--- config.mk ---
export PLATFORM = sky130hd
export DESIGN_NAME = quad_stepped_slew_fader
export DESIGN_NICKNAME = d
export VERILOG_FILES = /design/src/sv/qssf_pkg.sv /design/src/sv/quad_stepped_slew_fader.sv /design/src/sv/qssf_div.sv
export SDC_FILE = /design/constraint.sdc
export NUM_CORES = 1
export LEC_CHECK = 0
export BUFFER_PORTS_ARGS = -buffer_cell sky130_fd_sc_hd__buf_2
export CAP_MARGIN = 20
export CORE_MARGIN = 8
export CORE_UTILIZATION = 40
export CTS_BUF_LIST = sky130_fd_sc_hd__clkbuf_8
export CTS_CLUSTER_SIZE = 14
export DETAILED_ROUTE_END_ITERATION = 7
export GPL_TIMING_DRIVEN = 0
export PLACE_DENSITY_LB_ADDON = 0.12
export SETUP_SLACK_MARGIN = 0.02
export SLEW_MARGIN = 30
export SYNTH_ARGS = -nofsm -noshare
export SYNTH_HDL_FRONTEND = slang
export SYNTH_SLANG_ARGS = --single-unit
--- constraint.sdc ---
create_clock -name i_clk -period 12.1 [get_ports i_clk]
set_input_delay 0.605 -clock i_clk [delete_from_list [all_inputs] [get_ports i_clk]]
set_output_delay 0.605 -clock i_clk [all_outputs]
set_load 0.01 [all_outputs]
--- src/sv/qssf_pkg.sv ---
// Types, constants and helpers of the quad stepped slew fader
package qssf_pkg;

    localparam int FADER_COUNT    = 4;
    localparam int UNITS_PER_CELL = 64;
    localparam int GRID_CELLS     = 64;
    localparam int LEVEL_W        = 33;
    localparam int FRAC_SHIFT     = 32 - $clog2(GRID_CELLS);
    localparam int CFG_IDX_W      = 2;
    localparam int CFG_DATA_W     = 32;
    localparam int SLOW_W         = 25;
    localparam int FAST_W         = 32;
    localparam int PULSE_W        = 16;
    localparam int RATE_RESET     = 2;
    localparam int BAND_MAX       = 63;

    localparam logic [2:0] OP_TICK   = 3'd0;
    localparam logic [2:0] OP_SELECT = 3'd1;
    localparam logic [2:0] OP_ZOOM   = 3'd2;
    localparam logic [2:0] OP_RATE   = 3'd3;
    localparam logic [2:0] OP_PAD    = 3'd4;

    localparam logic [CFG_IDX_W-1:0] CFG_SLOWEST = 2'd0;
    localparam logic [CFG_IDX_W-1:0] CFG_FASTEST = 2'd1;
    localparam logic [CFG_IDX_W-1:0] CFG_PULSE   = 2'd2;

    typedef struct packed {
        logic [2:0] op;
        logic [5:0] arg;
    } t_in_item;

    typedef struct packed {
        logic [LEVEL_W-1:0] level_a;
        logic [LEVEL_W-1:0] level_b;
        logic [LEVEL_W-1:0] level_c;
        logic [LEVEL_W-1:0] level_d;
        logic [3:0]         trigger_bits;
        logic [6:0]         fill_count;
        logic               zoom_on;
        logic [1:0]         shown_fader;
        logic [2:0]         rate_choice;
    } t_out_item;

    function automatic logic [2:0] rate_shift(input logic [2:0] rate);
        logic [2:0] sh;
        case (rate)
            3'd1:    sh = 3'd7;
            3'd2:    sh = 3'd5;
            3'd3:    sh = 3'd4;
            3'd4:    sh = 3'd3;
            3'd5:    sh = 3'd2;
            3'd6:    sh = 3'd1;
            default: sh = 3'd0;
        endcase
        return sh;
    endfunction

endpackage

--- src/sv/quad_stepped_slew_fader.sv ---
// Four slewed faders with stepped pad entry, zoom view and arrival pulses
// A tick item steps every fader before the fill step; select, rate, zoom-off and
//   unknown items go straight to it; pad press and zoom-on pass the divider stages.
// Throughput: one item at a time; the next item is taken once the result is loaded.
// One add/compare unit visits the faders in turn on a tick, one per cycle.
// Synchronous active-low reset clears all fader state; rate resets to 2.
module quad_stepped_slew_fader #(
    parameter int FADER_COUNT    = qssf_pkg::FADER_COUNT,
    parameter int UNITS_PER_CELL = qssf_pkg::UNITS_PER_CELL
) (
    input  logic                                i_clk,
    input  logic                                i_rst_n,
    input  logic                                i_valid,
    output logic                                o_stall,
    input  qssf_pkg::t_in_item                  i_in_item,
    output logic                                o_valid,
    input  logic                                i_stall,
    output qssf_pkg::t_out_item                 o_out_item,
    input  logic                                i_cfg_we,
    input  logic [qssf_pkg::CFG_IDX_W-1:0]      i_cfg_idx,
    input  logic [qssf_pkg::CFG_DATA_W-1:0]     i_cfg_data
);

    localparam int LW          = qssf_pkg::LEVEL_W;
    localparam int TOTAL_UNITS = qssf_pkg::GRID_CELLS * UNITS_PER_CELL;
    localparam int UW          = $clog2(TOTAL_UNITS + 1);
    localparam int U1          = UW + 1;
    localparam int FW          = (FADER_COUNT > 1) ? $clog2(FADER_COUNT) : 1;
    localparam int DIVD_W      = UW + qssf_pkg::FRAC_SHIFT;
    localparam int PW          = LW + UW;
    localparam int LIVE_W      = PW - 31;
    localparam int PULSE_W     = qssf_pkg::PULSE_W;

    localparam logic [2:0] S_IDLE = 3'd0;
    localparam logic [2:0] S_EXEC = 3'd1;
    localparam logic [2:0] S_DIV  = 3'd2;
    localparam logic [2:0] S_TICK = 3'd3;
    localparam logic [2:0] S_FILL = 3'd4;
    localparam logic [2:0] S_DONE = 3'd5;

    logic [2:0]                     r_state;
    logic [2:0]                     n_state;
    qssf_pkg::t_in_item             r_item;
    logic [FW-1:0]                  r_idx;
    logic [FW-1:0]                  r_cur;
    logic [2:0]                     r_rate;
    logic                           r_zoom;
    logic [5:0]                     r_band;
    logic [3:0]                     r_bits;
    logic                           r_dmode;
    logic [PW-1:0]                  r_prod;
    logic [qssf_pkg::SLOW_W-1:0]    r_slow;
    logic [qssf_pkg::FAST_W-1:0]    r_fast;
    logic [PULSE_W-1:0]             r_pulse_ticks;
    logic                           r_out_valid;
    qssf_pkg::t_out_item            r_out;

    logic [LW-1:0]                  r_level   [FADER_COUNT];
    logic [LW-1:0]                  r_tgt_lvl [FADER_COUNT];
    logic [UW-1:0]                  r_tgt_u   [FADER_COUNT];
    logic                           r_armed   [FADER_COUNT];
    logic [PULSE_W-1:0]             r_pulse   [FADER_COUNT];

    logic [FW-1:0]                  n_sel;
    logic [LW-1:0]                  n_v;
    logic [LW-1:0]                  n_t;
    logic [31:0]                    n_step;
    logic                           n_up;
    logic [LW-1:0]                  n_dist;
    logic                           n_hit;
    logic [LW-1:0]                  n_level;
    logic [PULSE_W-1:0]             n_p1;
    logic                           n_bit;
    logic [PULSE_W-1:0]             n_pulse;
    logic [U1-1:0]                  n_floor;
    logic [U1-1:0]                  n_ustep;
    logic [U1-1:0]                  n_cand0;
    logic [U1-1:0]                  n_raw;
    logic [U1-1:0]                  n_units;
    logic                           n_div_start;
    logic                           n_div_scale;
    logic [UW-1:0]                  n_div_units;
    logic                           w_done;
    logic [DIVD_W-1:0]              w_quot;
    logic [PW:0]                    n_round;
    logic [LIVE_W-1:0]              n_live;
    logic [LIVE_W-1:0]              n_base;
    logic [LIVE_W-1:0]              n_over;
    logic [LW:0]                    n_coarse_sum;
    logic [LW-26:0]                 n_coarse;
    logic [6:0]                     n_fill;
    logic                           n_load;

    assign n_sel = (r_state == S_TICK) ? r_idx : r_cur;

    // slew unit
    always_comb begin
        n_v    = r_level[n_sel];
        n_t    = r_tgt_lvl[n_sel];
        n_step = (r_rate == 3'd0) ? r_fast
               : (32'(r_slow) << qssf_pkg::rate_shift(r_rate));
        n_up   = n_t > n_v;
        n_dist = n_up ? (n_t - n_v) : (n_v - n_t);
        n_hit  = (n_v != n_t) && ({1'b0, n_dist} <= {2'b00, n_step});
        if (n_v == n_t) begin
            n_level = n_v;
        end else if (n_hit) begin
            n_level = n_t;
        end else if (n_up) begin
            n_level = n_v + LW'(n_step);
        end else begin
            n_level = n_v - LW'(n_step);
        end
        n_p1 = (n_hit && r_armed[n_sel] && (r_pulse_ticks > r_pulse[n_sel]))
             ? r_pulse_ticks : r_pulse[n_sel];
        n_bit   = n_p1 != '0;
        n_pulse = n_bit ? (n_p1 - PULSE_W'(1)) : n_p1;
    end

    // pad target
    always_comb begin
        n_floor = r_zoom ? U1'(r_band * UNITS_PER_CELL) : '0;
        n_ustep = r_zoom ? U1'(1) : U1'(UNITS_PER_CELL);
        n_cand0 = n_floor + n_ustep;
        if (r_item.arg == 6'd0) begin
            n_raw = (U1'(r_tgt_u[n_sel]) == n_cand0) ? n_floor : n_cand0;
        end else if (r_zoom) begin
            n_raw = n_floor + U1'(r_item.arg) + U1'(1);
        end else begin
            n_raw = n_floor + U1'((32'(r_item.arg) + 32'd1) * UNITS_PER_CELL);
        end
        n_units = (n_raw > U1'(TOTAL_UNITS)) ? U1'(TOTAL_UNITS) : n_raw;
    end

    always_comb begin
        n_div_start = 1'b0;
        n_div_scale = 1'b0;
        n_div_units = r_tgt_u[n_sel];
        if (r_state == S_EXEC) begin
            if (r_item.op == qssf_pkg::OP_PAD) begin
                n_div_start = 1'b1;
                n_div_scale = 1'b1;
                n_div_units = n_units[UW-1:0];
            end else if (r_item.op == qssf_pkg::OP_ZOOM && !r_zoom) begin
                n_div_start = 1'b1;
            end
        end
    end

    qssf_div #(
        .UNITS_W (UW),
        .SHIFT   (qssf_pkg::FRAC_SHIFT),
        .DIVISOR (UNITS_PER_CELL)
    ) u_div (
        .i_clk      (i_clk),
        .i_rst_n    (i_rst_n),
        .i_start    (n_div_start),
        .i_scale    (n_div_scale),
        .i_units    (n_div_units),
        .o_done     (w_done),
        .o_quot     (w_quot)
    );

    // fill count
    always_comb begin
        n_round      = {1'b0, r_prod} + (PW+1)'(33'h080000000);
        n_live       = n_round[PW:32];
        n_base       = LIVE_W'(r_band * UNITS_PER_CELL);
        n_over       = n_live - n_base;
        n_coarse_sum = {1'b0, n_v} + (LW+1)'(1 << (qssf_pkg::FRAC_SHIFT - 1));
        n_coarse     = n_coarse_sum[LW:26];
        if (r_zoom) begin
            if (n_live <= n_base) begin
                n_fill = 7'd0;
            end else if (n_over > LIVE_W'(qssf_pkg::GRID_CELLS)) begin
                n_fill = 7'(qssf_pkg::GRID_CELLS);
            end else begin
                n_fill = n_over[6:0];
            end
        end else if (n_coarse > (LW-25)'(qssf_pkg::GRID_CELLS)) begin
            n_fill = 7'(qssf_pkg::GRID_CELLS);
        end else begin
            n_fill = n_coarse[6:0];
        end
    end

    assign n_load = (r_state == S_DONE) && (!r_out_valid || !i_stall);

    always_comb begin
        n_state = r_state;
        case (r_state)
            S_IDLE: begin
                if (i_valid) begin
                    n_state = S_EXEC;
                end
            end
            S_EXEC: begin
                if (r_item.op == qssf_pkg::OP_TICK) begin
                    n_state = S_TICK;
                end else if (n_div_start) begin
                    n_state = S_DIV;
                end else begin
                    n_state = S_FILL;
                end
            end
            S_DIV: begin
                if (w_done) begin
                    n_state = S_FILL;
                end
            end
            S_TICK: begin
                if (r_idx == FW'(FADER_COUNT - 1)) begin
                    n_state = S_FILL;
                end
            end
            S_FILL: begin
                n_state = S_DONE;
            end
            S_DONE: begin
                if (n_load) begin
                    n_state = S_IDLE;
                end
            end
            default: begin
                n_state = S_IDLE;
            end
        endcase
    end

    always_ff @(posedge i_clk) begin
        if (!i_rst_n) begin
            r_state       <= S_IDLE;
            r_idx         <= '0;
            r_cur         <= '0;
            r_rate        <= 3'(qssf_pkg::RATE_RESET);
            r_zoom        <= 1'b0;
            r_band        <= '0;
            r_bits        <= '0;
            r_dmode       <= 1'b0;
            r_slow        <= qssf_pkg::SLOW_W'(6087);
            r_fast        <= qssf_pkg::FAST_W'(97391548);
            r_pulse_ticks <= PULSE_W'(45);
            r_out_valid   <= 1'b0;
            for (int i = 0; i < FADER_COUNT; i++) begin
                r_level[i]   <= '0;
                r_tgt_lvl[i] <= '0;
                r_tgt_u[i]   <= '0;
                r_armed[i]   <= 1'b0;
                r_pulse[i]   <= '0;
            end
        end else begin
            r_state <= n_state;
            if (i_cfg_we) begin
                case (i_cfg_idx)
                    qssf_pkg::CFG_SLOWEST: r_slow        <= i_cfg_data[qssf_pkg::SLOW_W-1:0];
                    qssf_pkg::CFG_FASTEST: r_fast        <= i_cfg_data[qssf_pkg::FAST_W-1:0];
                    qssf_pkg::CFG_PULSE:   r_pulse_ticks <= i_cfg_data[PULSE_W-1:0];
                    default: ;
                endcase
            end
            if (n_load) begin
                r_out_valid <= 1'b1;
            end else if (!i_stall) begin
                r_out_valid <= 1'b0;
            end
            case (r_state)
                S_EXEC: begin
                    r_idx  <= '0;
                    r_bits <= '0;
                    case (r_item.op)
                        qssf_pkg::OP_SELECT: begin
                            if (r_item.arg < 6'(FADER_COUNT)) begin
                                r_cur  <= r_item.arg[FW-1:0];
                                r_zoom <= 1'b0;
                            end
                        end
                        qssf_pkg::OP_ZOOM: begin
                            r_dmode <= 1'b0;
                            if (r_zoom) begin
                                r_zoom <= 1'b0;
                            end
                        end
                        qssf_pkg::OP_RATE: begin
                            if (r_item.arg < 6'd8) begin
                                r_rate <= r_item.arg[2:0];
                            end
                        end
                        qssf_pkg::OP_PAD: begin
                            r_dmode        <= 1'b1;
                            r_tgt_u[n_sel] <= n_units[UW-1:0];
                        end
                        default: ;
                    endcase
                end
                S_DIV: begin
                    if (w_done) begin
                        if (r_dmode) begin
                            r_tgt_lvl[n_sel] <= w_quot[LW-1:0];
                            r_armed[n_sel]   <= w_quot != DIVD_W'(r_level[n_sel]);
                        end else begin
                            r_zoom <= 1'b1;
                            r_band <= (w_quot >= DIVD_W'(qssf_pkg::BAND_MAX))
                                    ? 6'(qssf_pkg::BAND_MAX) : w_quot[5:0];
                        end
                    end
                end
                S_TICK: begin
                    r_level[n_sel] <= n_level;
                    r_pulse[n_sel] <= n_pulse;
                    if (n_hit) begin
                        r_armed[n_sel] <= 1'b0;
                    end
                    for (int j = 0; j < 4; j++) begin
                        if (FW'(j) == r_idx && j < FADER_COUNT && n_bit) begin
                            r_bits[j] <= 1'b1;
                        end
                    end
                    r_idx <= r_idx + FW'(1);
                end
                default: ;
            endcase
        end
    end

    always_ff @(posedge i_clk) begin
        if (r_state == S_IDLE && i_valid) begin
            r_item <= i_in_item;
        end
        if (r_state == S_FILL) begin
            r_prod <= PW'(n_v) * PW'(TOTAL_UNITS);
        end
        if (n_load) begin
            r_out.level_a      <= (FADER_COUNT > 0) ? r_level[0] : '0;
            r_out.level_b      <= (FADER_COUNT > 1) ? r_level[(FADER_COUNT > 1) ? 1 : 0] : '0;
            r_out.level_c      <= (FADER_COUNT > 2) ? r_level[(FADER_COUNT > 2) ? 2 : 0] : '0;
            r_out.level_d      <= (FADER_COUNT > 3) ? r_level[(FADER_COUNT > 3) ? 3 : 0] : '0;
            r_out.trigger_bits <= r_bits;
            r_out.fill_count   <= n_fill;
            r_out.zoom_on      <= r_zoom;
            r_out.shown_fader  <= 2'(r_cur);
            r_out.rate_choice  <= r_rate;
        end
    end

    assign o_stall    = r_state != S_IDLE;
    assign o_valid    = r_out_valid;
    assign o_out_item = r_out;

endmodule

--- src/sv/qssf_div.sv ---
// Division of a unit count by a constant cell size, by reciprocal multiplication in stages
module qssf_div #(
    parameter int UNITS_W = 13,
    parameter int SHIFT   = 26,
    parameter int DIVISOR = 64
) (
    input  logic                     i_clk,
    input  logic                     i_rst_n,
    input  logic                     i_start,
    input  logic                     i_scale,
    input  logic [UNITS_W-1:0]       i_units,
    output logic                     o_done,
    output logic [UNITS_W+SHIFT-1:0] o_quot
);

    localparam int QW  = UNITS_W + SHIFT;
    localparam int DW  = $clog2(DIVISOR);
    localparam int XW  = UNITS_W + DW;
    localparam int RS  = XW + DW;
    localparam int PRW = XW + RS;
    localparam longint unsigned SCALE_Q = (64'd1 << SHIFT) / DIVISOR;
    localparam longint unsigned SCALE_R = (64'd1 << SHIFT) % DIVISOR;
    localparam longint unsigned RECIP   = ((64'd1 << RS) + DIVISOR - 1) / DIVISOR;

    logic [2:0]         r_stage;
    logic               r_done;
    logic               r_scale;
    logic [UNITS_W-1:0] r_units;
    logic [QW-1:0]      r_hi;
    logic [XW-1:0]      r_x;
    logic [XW-1:0]      r_lo;
    logic [QW-1:0]      r_quo;
    logic [PRW-1:0]     n_prod;

    assign n_prod = PRW'(r_x) * PRW'(RECIP);

    always_ff @(posedge i_clk) begin
        if (!i_rst_n) begin
            r_stage <= '0;
            r_done  <= 1'b0;
        end else begin
            r_stage <= {r_stage[1:0], i_start};
            r_done  <= r_stage[2];
        end
    end

    always_ff @(posedge i_clk) begin
        if (i_start) begin
            r_units <= i_units;
            r_scale <= i_scale;
        end
        if (r_stage[0]) begin
            r_hi <= r_scale ? (QW'(r_units) * QW'(SCALE_Q)) : '0;
            r_x  <= r_scale ? (XW'(r_units) * XW'(SCALE_R)) : XW'(r_units);
        end
        if (r_stage[1]) begin
            r_lo <= XW'(n_prod >> RS);
        end
        if (r_stage[2]) begin
            r_quo <= r_hi + QW'(r_lo);
        end
    end

    assign o_done = r_done;
    assign o_quot = r_quo;

endmodule

==> metrics.log, run 1 <==
[metrics] outcome: finished, final reports clean
[metrics] Core Area: about 90000 um^2
[metrics] global-route total usage across every layer: ~26%
[metrics] antenna violation net count after detailed routing: 0
[metrics] portion of the post-synthesis area used by sequential elements: 52.06%
[metrics] initial antenna violation count: 5
[metrics] leakage power summed over all cells: around 0.017 uW
[metrics] # nets final: around 4k
[metrics] DR vias/cell: approximately 5.6
[metrics] TritonCTS sink count: ~670
[metrics] synth unique cells: ~110
[metrics] total negative slack: 0 ps
[metrics] number of design-rule violations left by the first detailed-router iteration: 2952
[metrics] Max-Slew Margin vs Limit: between 20 and 30%
[metrics] final weighted congestion of routability-driven global placement: between 0.9 and 1
[metrics] cell seen most often among critical-path stages: sky130_fd_sc_hd__buf_4
[metrics] flops & latches, synth: around 670
[metrics] clock tree from TritonCTS: built
[metrics] total routed wirelength: 135700 um
[metrics] clock skew after layout: 50.28 ps
[metrics] required time at the worst-slack endpoint: roughly 13000 ps
[metrics] number of hold-slack violations in the final timing report: 0
[metrics] Pwr per Cell Area: approximately 140 nW/um^2
[metrics] endpoint type of the worst setup path: register
[metrics] via count of the first global-routing pass: 28.42k
[metrics] final cell count without fillers: roughly 5.2k
[metrics] CTS Buf Count: 111
[metrics] f_max: 0.08448 GHz
[metrics] syn_nets: ~3.8k
[metrics] effective utilization at floorplan: slightly above 40%
[metrics] kind of launch point of the worst setup path: register
[metrics] H-tree Lvls: 3
[metrics] number of maximum-capacitance constraint violations: 0
[metrics] layout cell share with drive strength beyond 1: 15.54%
[metrics] die width: 317.6 um
[metrics] final HPWL from detailed placement: approximately 100000 um
[metrics] cells after synthesis: 3564
[metrics] pre-CTS setup slack: -3248 ps
[metrics] cell count after placement: between 4k and 5k
[metrics] buffer cell driving the clock tree root: sky130_fd_sc_hd__clkbuf_8
[metrics] Hold WC Path Type: in -> reg
[metrics] final critical-path share of the clock period: a little over nine tenths
[metrics] cell area after synthesis: approximately 36000 um^2
[metrics] setup violators final: 0
[metrics] worst setup path class: reg -> reg
[metrics] ys async rst share: 0%
[metrics] router iterations before antenna repair: 5
[metrics] Via Count: 29.28k
[metrics] full die area: 100900 um^2
[metrics] input/output buffers: around 200
[metrics] count of pins over their slew limit: 0
[metrics] final routed DRC violation total: 0
[metrics] clock tree buffer depth: 3
[metrics] overflow left after global routing: 0
[metrics] cell with the largest stage delay on the worst path: sky130_fd_sc_hd__or4_4
[metrics] routed wire length per instance: ~26 um
[metrics] count of flip-flops with a built-in enable after synthesis: ~560
[metrics] delay contributed by the slowest stage of the critical path: roughly 550 ps
[metrics] total number of yosys warnings: 0
[metrics] Post-Synthesis Mean Instance Area: 10.21 um^2
[metrics] area grow syn2layout: 16.79%
[metrics] global-route wire length before repair: between 150000 and 200000 um
[metrics] minimum setup slack in the final design: 262.7 ps
[metrics] Row Count: between 100 and 150
[metrics] Post-synth top flop: sky130_fd_sc_hd__edfxtp_1
[metrics] post-route minimum period: roughly 12000 ps
[metrics] largest fanout on the critical path: 10
[metrics] most frequent standard cell in the layout excluding fill and tap cells: sky130_fd_sc_hd__edfxtp_1
[metrics] number of ports placed on the die boundary: just under 200
[metrics] worst-skew pair later-pin latency: 810 ps
[metrics] vertical extent of the die: 317.6 um
[metrics] clock-pin slew of the registers on the worst-case setup and hold paths: 70 ps
[metrics] unrepaired setup endpoints after global routing: false
[metrics] final total power: a little under 6000 uW
[metrics] maximum number of pins on one net before global-route repair: 33
[metrics] most used cells in the layout excluding fill and tap cells: sky130_fd_sc_hd__edfxtp_1, sky130_fd_sc_hd__nand2_1, sky130_fd_sc_hd__nor2_1, sky130_fd_sc_hd__inv_1, sky130_fd_sc_hd__buf_2
[metrics] worst ir drop on vdd: ~0.089 mV
[metrics] endpoint arrival time on the critical path: roughly 12000 ps
[metrics] Tightest Pin Transition: about 1100 ps
metrics by stage:
| stage | hold WS [ps] | cell area (um^2) | utilization (%) |
|---|---|---|---|
| after global routing | 44.24 | 42480 | 47.20 |
| after detailed placement | 404.5 | 39640 | 44.04 |
| after floorplan | 400.3 | 36380 | - |
| final | 66.51 | 42490 | 47.20 |
| after global placement | 401.0 | 38840 | 43.15 |
| after CTS | 3.753 | 42380 | 47.08 |
flip-flops by register name, indices dropped and copies added, names as in the netlist, 20 cells and up:
register / count
u_div.o_quot: 20
r_tgt_lvl: 80
r_slow: 25
o_out_item: 149
r_fast: 32
r_level: 132
r_tgt_u: 52
r_pulse: 64
report_power, final:
part	internal [uW]	switching (uW)	total (uW)
clock	1090	975	2060
combinational	385	772	1160
sequential	2600	63.2	2660
routing by layer:
layer,share of wire [%],up-vias,global-route usage [%]
met3,7.3,226,4.274
met5,0,-,0
li1,-,13520,-
met2,46,1219,42.37
met1,43,14310,34.79
met4,3.5,0,9.152
cell type report:
cell class	count	area, um^2
diodes	4	10.01
plain buffers	173	879.6
clock buffers	124	1707
clock inverters	85	616.8
fillers	8627	47520
inverters	185	694.4
multi-input cells	2537	16400
flip-flops and latches	665	18940
well taps	1176	1471
repair buffers	253	1768
cell families after synthesis:
kind of cell	Yosys count	share of synthesized area [%]
AND/OR/NAND/NOR	1429	17.68
flip-flops	665	52.06
AO/OA/AOI/OAI	634	11.35
buffers and inverters	362	4.014
XOR/XNOR	164	3.969
multiplexers	162	5.764
adder cells (fa/ha/maj)	147	5.159
other	1	0.01031
Yosys cell counts, types with 17 or more instances:
cell | count | area share, %
sky130_fd_sc_hd__o211ai_1 | 19 | 0.39
sky130_fd_sc_hd__mux2i_1 | 109 | 3.0
sky130_fd_sc_hd__o21ai_0 | 101 | 1.4
sky130_fd_sc_hd__o21bai_1 | 17 | 0.35
sky130_fd_sc_hd__nor3_1 | 78 | 1.1
sky130_fd_sc_hd__buf_2 | 24 | 0.33
sky130_fd_sc_hd__ha_1 | 142 | 4.9
sky130_fd_sc_hd__buf_1 | 26 | 0.27
sky130_fd_sc_hd__nand2b_1 | 21 | 0.36
sky130_fd_sc_hd__a211oi_1 | 18 | 0.37
sky130_fd_sc_hd__nand4_1 | 31 | 0.53
sky130_fd_sc_hd__xor2_1 | 66 | 1.6
sky130_fd_sc_hd__nand3_1 | 116 | 1.6
sky130_fd_sc_hd__xnor2_1 | 97 | 2.3
sky130_fd_sc_hd__a21oi_1 | 196 | 2.7
sky130_fd_sc_hd__nor2b_1 | 27 | 0.46
sky130_fd_sc_hd__inv_1 | 182 | 1.9
sky130_fd_sc_hd__nor4_1 | 21 | 0.36
sky130_fd_sc_hd__clkbuf_1 | 111 | 1.1
sky130_fd_sc_hd__dfxtp_1 | 103 | 5.7
sky130_fd_sc_hd__and2_1 | 41 | 0.71
sky130_fd_sc_hd__mux2_2 | 18 | 0.56
sky130_fd_sc_hd__edfxtp_1 | 562 | 46
sky130_fd_sc_hd__nand2_1 | 566 | 5.8
sky130_fd_sc_hd__and3_1 | 61 | 1.0
sky130_fd_sc_hd__a21o_1 | 84 | 1.7
sky130_fd_sc_hd__nor2_1 | 395 | 4.1
sky130_fd_sc_hd__o21a_1 | 17 | 0.35
sky130_fd_sc_hd__a31oi_1 | 70 | 1.2
sky130_fd_sc_hd__mux4_2 | 27 | 1.7
final timing paths:
kind | startpoint | endpoint | slack [ps] | depth (start not counted)
min | i_cfg_data[23] | r_slow[23]$_SDFFE_PN0P_ | 70 | 3
max reg2reg | r_idx[1]$_SDFFE_PN0P_ | r_pulse[3][9]$_DFFE_PP_ | 260 | 51
max | r_idx[1]$_SDFFE_PN0P_ | r_pulse[3][9]$_DFFE_PP_ | 260 | 51
min reg2reg | u_div.r_hi[23]$_SDFFCE_PN0P_ | u_div.o_quot[23]$_DFFE_PP_ | 390 | 0
critical path: cells and delay by family (launching register included):
family / cells / cell delay [ps]
xor+xnor: 1 / 340
mux: 3 / 610
fa+ha+maj: 3 / 950
flops: 1 / 470
buf+inv: 16 / 3380
simple gates: 15 / 3380
compound gates: 13 / 2410
repair_timing:
item | 4_1_cts | 5_1_grt
pin swaps | 5 | 3
hold buffers | 14 | 0
buffers inserted | 10 | 0
hold endpoints to repair | 14 | 0
setup endpoints to repair | 204 | 70
gates resized for setup | 60 | 31
Note: power is estimated with default switching activity, not from simulation.
==> run 2, diff against run 1 <==
--- a/config.mk
+++ b/config.mk
@@ -14,6 +14,7 @@
 export DETAILED_ROUTE_END_ITERATION = 7
 export GPL_TIMING_DRIVEN = 0
 export PLACE_DENSITY_LB_ADDON = 0.12
+export RECOVER_POWER = 50
 export SETUP_SLACK_MARGIN = 0.02
 export SLEW_MARGIN = 30
 export SYNTH_ARGS = -nofsm -noshare
==> metrics.log, run 2 (synthesized netlist as in run 1, its figures left out) <==
[metrics] outcome: finished, violations left
[metrics] violated checks: max-capacitance violations, max-slew violations
[metrics] clock-pin slew of the registers on the worst-case setup and hold paths: ~80 ps
[metrics] buffer and inverter count on the worst path: 17
[metrics] initial antenna violation count: 5
[metrics] via count of the first global-routing pass: roughly 28k
[metrics] Max-Slew Margin vs Limit: -83.24%
[metrics] clock tree from TritonCTS: built
[metrics] delay contributed by the slowest stage of the critical path: 550 ps
[metrics] worst setup path class: reg -> reg
[metrics] overflow left after global routing: 0
[metrics] clock tree buffer depth: 3
[metrics] final weighted congestion of routability-driven global placement: about 0.97
[metrics] count of pins over their slew limit: 33
[metrics] die width: ~320 um
[metrics] vertical extent of the die: between 300 and 400 um
[metrics] number of ports placed on the die boundary: between 150 and 200
[metrics] unrepaired setup endpoints after global routing: false
[metrics] global-route wire length before repair: slightly below 200000 um
[metrics] CTS Buf Count: roughly 110
[metrics] final cell count without fillers: about 5.2k
[metrics] Via Count: 29.28k
[metrics] cell count after placement: between 4k and 5k
[metrics] number of design-rule violations left by the first detailed-router iteration: a little under 3k
[metrics] Hold WC Path Type: in -> reg
[metrics] area grow syn2layout: 15.79%
[metrics] cell with the largest stage delay on the worst path: sky130_fd_sc_hd__or4_4
[metrics] effective utilization at floorplan: between 40 and 50%
[metrics] final routed DRC violation total: 0
[metrics] H-tree Lvls: 3
[metrics] TritonCTS sink count: approximately 670
[metrics] antenna violation net count after detailed routing: 0
[metrics] Tightest Pin Transition: approximately 2700 ps
[metrics] Core Area: roughly 90000 um^2
[metrics] leakage power summed over all cells: approximately 0.017 uW
[metrics] cell seen most often among critical-path stages: sky130_fd_sc_hd__buf_4
[metrics] number of maximum-capacitance constraint violations: 1
[metrics] routed wire length per instance: around 26 um
[metrics] full die area: 100900 um^2
[metrics] worst ir drop on vdd: 0.08928 mV
[metrics] number of hold-slack violations in the final timing report: 0
[metrics] endpoint type of the worst setup path: register
[metrics] flop2flop setup slack: ~300 ps
[metrics] final HPWL from detailed placement: 104000 um
[metrics] post-route minimum period: between 10000 and 15000 ps
[metrics] clock skew after layout: 45.18 ps
[metrics] gate family responsible for the most delay along the worst path: buffers and inverters
[metrics] buffer cell driving the clock tree root: sky130_fd_sc_hd__clkbuf_8
[metrics] most used cells in the layout excluding fill and tap cells: sky130_fd_sc_hd__nand2_1, sky130_fd_sc_hd__edfxtp_1, sky130_fd_sc_hd__nor2_1, sky130_fd_sc_hd__clkbuf_1, sky130_fd_sc_hd__inv_1
[metrics] number of flip-flops under the largest register name: roughly 150
[metrics] worst-skew pair later-pin latency: between 800 and 900 ps
[metrics] kind of launch point of the worst setup path: register
[metrics] setup violators final: 0
[metrics] # nets final: 4121
[metrics] f_max: 0.08473 GHz
[metrics] global-route total usage across every layer: 25.94%
[metrics] maximum number of pins on one net before global-route repair: 33
[metrics] required time at the worst-slack endpoint: between 10000 and 15000 ps
[metrics] endpoint arrival time on the critical path: roughly 12000 ps
[metrics] total routed wirelength: approximately 140000 um
[metrics] Row Count: 110
[metrics] input/output buffers: roughly 200
[metrics] router iterations before antenna repair: 7
[metrics] total negative slack: 0 ps
[metrics] DR vias/cell: roughly 5.6
[metrics] layout cell share with drive strength beyond 1: a little under an eighth
[metrics] largest fanout on the critical path: 10
[metrics] Pwr per Cell Area: 139.2 nW/um^2
[metrics] most frequent standard cell in the layout excluding fill and tap cells: sky130_fd_sc_hd__nand2_1
[metrics] final critical-path share of the clock period: between 90% and 100%
[run 2: metrics by stage]
| step | hold WS (ps) | cell area, um^2 | setup slack [ps] | util (%) | power, uW |
|---|---|---|---|---|---|
| 6_report | 66.57 | 42120 | 297.7 | 46.80 | 5865 |
| 5_1_grt | 44.24 | 42120 | 26.35 | 46.79 | 6081 |
| 2_1_floorplan | 400.3 | 36380 | 1805 | - | 3396 |
| 3_3_place_gp | 401.0 | 38840 | -3707 | 43.15 | 3817 |
| 3_5_place_dp | 404.5 | 39640 | -3248 | 44.04 | 3826 |
| 4_1_cts | 3.753 | 42380 | 48.87 | 47.08 | 5901 |
[run 2: tightest hold or removal path: stages]
cell and delay (ps):
sky130_fd_sc_hd__buf_2 110, sky130_fd_sc_hd__nand2_1 50, sky130_fd_sc_hd__a21oi_1 50
[run 2: what timing repair did]
| item | CTS | global route |
|---|---|---|
| buffers inserted | 10 | 0 |
| cloned | 0 | 0 |
| resized for setup | 60 | 31 |
| hold endpoints to repair | 14 | 0 |
| setup endpoints to repair | 204 | 70 |
| pin swaps | 5 | 3 |
| hold buffers | 14 | 0 |
[run 2: final timing paths]
path,endpoint,cells past startpoint,startpoint
worst max-delay path,r_pulse[3][9]$_DFFE_PP_,51,r_idx[1]$_SDFFE_PN0P_
worst min-delay path,r_slow[23]$_SDFFE_PN0P_,3,i_cfg_data[23]
worst max register to register,r_pulse[3][9]$_DFFE_PP_,51,r_idx[1]$_SDFFE_PN0P_
worst min register to register,u_div.o_quot[23]$_DFFE_PP_,0,u_div.r_hi[23]$_SDFFCE_PN0P_
[run 2: cell type report]
type,instances,area (um^2)
fillers,8719,47890
well taps,1176,1471
inverters,185,694.4
repair buffers,253,1440
diodes,4,10.01
clock inverters,85,616.8
clock buffers,124,1707
plain buffers,173,877.1
flip-flops and latches,665,18940
multi-input cells,2537,16360
[run 2: power breakdown]
part           leakage, uW  switching, uW  internal [uW]
Sequential         0.00637           64.0           2600
Clock              0.00134            978           1090
Combinational      0.00885            769            368
Total               0.0166           1810           4050
[run 2: layer usage]
metal	vias to the layer above	wire length [um]	GRT usage, %
li1	13510	-	-
met4	0	4945	9.152
met3	239	10140	4.274
met1	14280	57980	34.79
met2	1246	62890	42.37
met5	-	0	0
